--- src/rtl/plc_pkg.sv ---
// ----------------------------------------------------------------------------
// plc_pkg: shared types and constants of the per-source connection limiter
// Table geometry, configuration register indexes, result codes, channel
// payload structs and the controller/datapath command and status groups.
// ----------------------------------------------------------------------------
package plc_pkg;

  localparam int TABLE_ENTRIES = 64;
  localparam int IDX_W         = $clog2(TABLE_ENTRIES);
  localparam int CNT_W         = $clog2(TABLE_ENTRIES + 1);
  localparam int STAT_W        = (CNT_W > 7) ? CNT_W : 7;
  localparam int KEY_W         = 64;
  localparam int COUNT_W       = 16;
  localparam int ROW_W         = 2 * KEY_W + COUNT_W;
  localparam int CFG_ADDR_W    = 1;
  localparam int CFG_DATA_W    = 16;

  localparam logic ACT_ACQUIRE = 1'b0;
  localparam logic ACT_RELEASE = 1'b1;

  typedef enum logic [CFG_ADDR_W-1:0] {
    REG_MAX_PER_SOURCE = 1'b0,
    REG_MAX_TOTAL      = 1'b1
  } cfg_reg_t;

  typedef enum logic [2:0] {
    STAT_OK         = 3'd0,
    STAT_GLOBAL     = 3'd1,
    STAT_PER_SOURCE = 3'd2,
    STAT_FULL       = 3'd3,
    STAT_UNKNOWN    = 3'd4
  } status_t;

  typedef struct packed {
    logic             action;
    logic [KEY_W-1:0] addr_upper;
    logic [KEY_W-1:0] addr_lower;
  } in_item_t;

  typedef struct packed {
    logic [2:0]         status;
    logic [COUNT_W-1:0] total_active;
    logic [6:0]         sources_in_use;
    logic [6:0]         sources_saturated;
    logic [COUNT_W-1:0] busiest_count;
  } out_item_t;

  typedef enum logic [1:0] {
    S_IDLE,
    S_SCAN,
    S_APPLY
  } ctrl_state_t;

  typedef struct packed {
    logic start;
    logic scan;
    logic apply;
  } dp_cmd_t;

  typedef struct packed {
    logic scan_done;
    logic out_free;
  } dp_status_t;

  function automatic logic [6:0] sat_stat(input logic [CNT_W-1:0] v);
    logic [STAT_W-1:0] w;
    w = STAT_W'(v);
    if (w > STAT_W'(127)) begin
      return 7'd127;
    end
    return w[6:0];
  endfunction

endpackage

--- src/rtl/plc_ctrl.sv ---
// ----------------------------------------------------------------------------
// plc_ctrl: sequencing state machine of the connection limiter
// Takes one beat, runs the table scan, then applies the update once the
// result register is free.
// ----------------------------------------------------------------------------
module plc_ctrl (
  input  logic                clk,
  input  logic                rst_n,
  input  logic                in_valid,
  output logic                in_ready,
  input  plc_pkg::dp_status_t status,
  output plc_pkg::dp_cmd_t    cmd
);

  plc_pkg::ctrl_state_t state_r;
  plc_pkg::ctrl_state_t state_nxt;

  always_ff @(posedge clk) begin
    if (!rst_n) begin
      state_r <= plc_pkg::S_IDLE;
    end else begin
      state_r <= state_nxt;
    end
  end

  always_comb begin
    state_nxt = state_r;
    cmd       = '0;
    in_ready  = 1'b0;
    case (state_r)
      plc_pkg::S_IDLE: begin
        in_ready = 1'b1;
        if (in_valid) begin
          cmd.start = 1'b1;
          state_nxt = plc_pkg::S_SCAN;
        end
      end
      plc_pkg::S_SCAN: begin
        cmd.scan = 1'b1;
        if (status.scan_done) begin
          state_nxt = plc_pkg::S_APPLY;
        end
      end
      plc_pkg::S_APPLY: begin
        if (status.out_free) begin
          cmd.apply = 1'b1;
          state_nxt = plc_pkg::S_IDLE;
        end
      end
      default: begin
        state_nxt = plc_pkg::S_IDLE;
      end
    endcase
  end

endmodule

--- config.mk ---
export PLATFORM = sky130hd
export DESIGN_NAME = plc_ctrl
export DESIGN_NICKNAME = d
export VERILOG_FILES = /design/src/rtl/plc_pkg.sv /design/src/rtl/plc_ctrl.sv
export SDC_FILE = /design/constraint.sdc
export NUM_CORES = 1
export LEC_CHECK = 0
export ABC_AREA = 1
export BUFFER_PORTS_ARGS = -buffer_cell sky130_fd_sc_hd__buf_2
export CAP_MARGIN = 30
export CORE_AREA = 8 8 45 47
export CTS_CLUSTER_DIAMETER = 40
export DETAILED_ROUTE_END_ITERATION = 8
export DIE_AREA = 0 0 53 55
export GPL_TIMING_DRIVEN = 0
export SLEW_MARGIN = 25
export SYNTH_ARGS = -nofsm -noshare
export SYNTH_HDL_FRONTEND = slang
export SYNTH_SLANG_ARGS = --single-unit
export TNS_END_PERCENT = 10
--- constraint.sdc ---
create_clock -name clk -period 0.8 [get_ports clk]
set_input_delay 0.08 -clock clk [delete_from_list [all_inputs] [get_ports clk]]
set_output_delay 0.08 -clock clk [all_outputs]
set_load 0.03 [all_outputs]
# Word level (Yosys, flattened, before mapping)
# Index checks and enable logic that the tools add are counted.
[word_totals] register_bits=2 inputBits=5 output_inout_bits=4 elab_cells=18
[classes] n_eq_ne=5 n_mux=10 n_reduce_logical=2
[ops] cell="1-bit two-way mux" n=6
[ops] cell="2-bit two-way mux" n=3
[ops] cell="2-bit != test (second input constant)" n=3
[ops] cell="2-bit one-hot mux with 3 select lines" n=1
[ops] cell="3-bit AND reduction" n=1
[ops] cell="2-bit by 1-bit == test with 1-bit output (second input constant)" n=1
[ops] cell="2-bit == test (second input constant)" n=1
[ops] cell="2-bit logical NOT" n=1

# Longest topological paths before layout
[depth] word_depth=3 depth_mapped=3 ltp_nobuf=3

# Least setup slack after synthesis
# Ideal clock, no wire load.
[synth_timing] path_kind="reg-to-output" startpoint="register state_r[1]" endpoint="output cmd[0] (netlist bit)" t_arrival_ps=1120 required_ps=720 setup_slack_ps=-400 stages_incl_launch_ff=3 path_buffers=0 path_cell_list="dfxtp_1 -> inv_1 -> nor3_1"
[synth_rtl] item="start, declared" line="plc_ctrl.sv:15" text="plc_pkg::ctrl_state_t state_r;"
[synth_rtl] item="start signal, assigned" line="plc_ctrl.sv:20" text="state_r <= plc_pkg::S_IDLE;"
[synth_rtl] item="start signal, assigned" line="plc_ctrl.sv:22" text="state_r <= state_nxt;"
[synth_rtl] item="end, declared" line="plc_ctrl.sv:12" text="output plc_pkg::dp_cmd_t cmd"

==> results.ini <==
[logic_synthesis]
synth.net_count=21
synth_top_family_by_area=simple AND/OR/NAND/NOR gates
synth_area_um2=111
synth-compound-area-share_pct=12.4
synthXorXnorAreaFrac_pct=0
yosys_warnings=0
yosys.area_share.simple_pct=34.8
synth-seq-area-share_pct=36.0
synth_cells=16
synthMuxAreaShare_pct=0
synth_cell_types=10
synthAdderAreaFrac_pct=0
synth_seq_cells=2
synth_area_per_cell_um2=6.96

[clock_network]
cts_buffers=3
clk_latency_ns=0.23
htreeDepth=1
clockRootBuffer=clkbuf_4
cts_tree=done
clock_sinks=2
max-clock-path-buffers=2
hold_buffers=0
clkSlewWorstSetupHoldPaths_ns=0.03

[floorplanning]
die-area_um2=2920
chipWidth_um=53
coreArea_um2=1380
fp.dieH_um=55
rows=14
io-pin-count=9
start_util_pct=8.05

[critical_path]
cp.arrival_ns=0.94
cp-end-kind=output pin
required_ns=0.72
reg2reg_depth=4
ff2ff_setup_slack_ns=-0.04
reg2reg_to=state_r[0]
critPathCapture=cmd[2]
crit_type=reg2out
critPathLaunch=state_r[0]
r2r_start=state_r[0]
path_max_fanout=5
critPathLaunchType=flop

[power_and_ir_drop]
power.density_nw_per_um2=1910
p_total_uw=502
total_leakage_power_nw=0.115
peakVddDrop_mv=0.372

[sta]
hold_violations=0
rsz0062_at_grt=true
period_minus_slack_ns=1.02
slew_violations=0
fin_ws_ns=-0.217
fmax_ghz=0.983
tightest_slew_ns=0.137
post-route-period-util_pct=127
hold_slack_ns=0.102
skew_ns=0.00746
setup_viol=5
max_slew_margin_pct=90.9

[drt]
vias=138
drtIter0Drc=3
drc=0
wl_per_cell_um=7.82
drtAntennaViolNets=0
dr.pass1.iters=2
vias_per_cell=3.07
wirelength_um=352

[place]
place_ws_ns=-0.0602
place.gp.congestion=0.620
dp.cells=40
portBuffers=8
placed_area_um2=203

[run_status]
violations=setup timing
outcome=finished, violations left

[grt]
grt-ovfl-total=0
grtUsageMet1_pct=2.12
track_usage_pct=3.06
grt.busiest_layer=met4
grt_util_met3_pct=2.14
antenna_found_initial=0
met2_usage_pct=4.30
grt_pass1_wl_um=579
grt_pass1_vias=161
grt_max_degree=6

[min_path]
hp-class=in2reg

[layout]
area_growth_syn_to_layout_pct=136
num-nets-final=35
final_cell_area_um2=263
max_flop_register=state_r
fin_cells=45
reg_top3=state_r: 2 flops
antenna_cells=0
drive_gt1_share_pct=75.9
largest_reg_flops=2

[job]
cap_viol_max_count=0

==> final cells by class <==
type	instances	area (um2)
well taps	16	20.0
repair buffers	9	68.8
fillers	158	1120
clock buffers	4	26.3
inverters	5	23.8
multi-input cells	9	76.3
flip-flops and latches	2	47.5
==> kinds of logic after synthesis <==
logic type	count (synthesis)
AO/OA/AOI/OAI	2
buffers and inverters	5
flip-flops	2
AND/OR/NAND/NOR	7
==> worst min-delay path by stage <==
stage	startpoint	to	slack, ns	cells after the start
final	rst_n	state_r[0]	0.10	3
after global placement	rst_n	state_r[0]	0.33	3
after detailed placement	rst_n	state_r[0]	0.34	3
after global routing	rst_n	state_r[1]	0.10	3
after floorplan	rst_n	state_r[0]	0.21	2
after CTS	rst_n	state_r[0]	0.09	3
==> timing repair <==
item,CTS,global route
setup buffers,1,0
endpoints found under the setup margin,6,5
resized for setup,10,1
pin swaps,2,0
==> critical path, cell delays in order, from the launching register on <==
cell	delay (ns)
dfxtp_4	0.36
nor2_4	0.11
nand2_2	0.07
inv_4	0.05
buf_6	0.11
==> layer usage <==
metal	up-vias	part of all wire, %
met4	0	0
li1	75	-
met3	0	13
met2	4	56
met5	-	0
met1	59	31
==> power breakdown <==
part | total [mW] | internal (mW) | leakage (nW) | switching [mW]
combinational | 0.125 | 0.0567 | 0.0823 | 0.0684
sequential | 0.120 | 0.105 | 0.0178 | 0.0147
clock | 0.257 | 0.186 | 0.0150 | 0.0710
total | 0.502 | 0.348 | 0.115 | 0.154
==> metrics by stage <==
stage,util [%],setup TNS [ns]
floorplan,-,-0.137
global placement,14.6,-0.127
detailed placement,14.6,-0.142
CTS,18.8,-0.854
global route,19.0,-1.01
finish,19.0,-0.761
==> synth_stat cells <==
library cell  n  area (um2)
a21oi_1       1        5.00
a21oi_2       1        8.76
dfxtp_1       2        40.0
inv_1         5        18.8
nand2_2       1        6.26
nand3_1       2        10.0
nand3b_1      1        7.51
nor2_1        1        3.75
nor2_2        1        6.26
nor3_1        1        5.00
==> cell usage in the layout, fill, tap and decap left out, drive strengths merged <==
| master | Yosys | final |
|---|---|---|
| nand3 | 2 | 2 |
| nor3 | 1 | 1 |
| nand2 | 1 | 1 |
| nand3b | 1 | 1 |
| nor2 | 2 | 2 |
| buf | 0 | 9 |
| inv | 5 | 5 |
| clkbuf | 0 | 4 |
| dfxtp | 2 | 2 |
| a21oi | 2 | 2 |
Note: power is estimated with default switching activity, not from simulation.
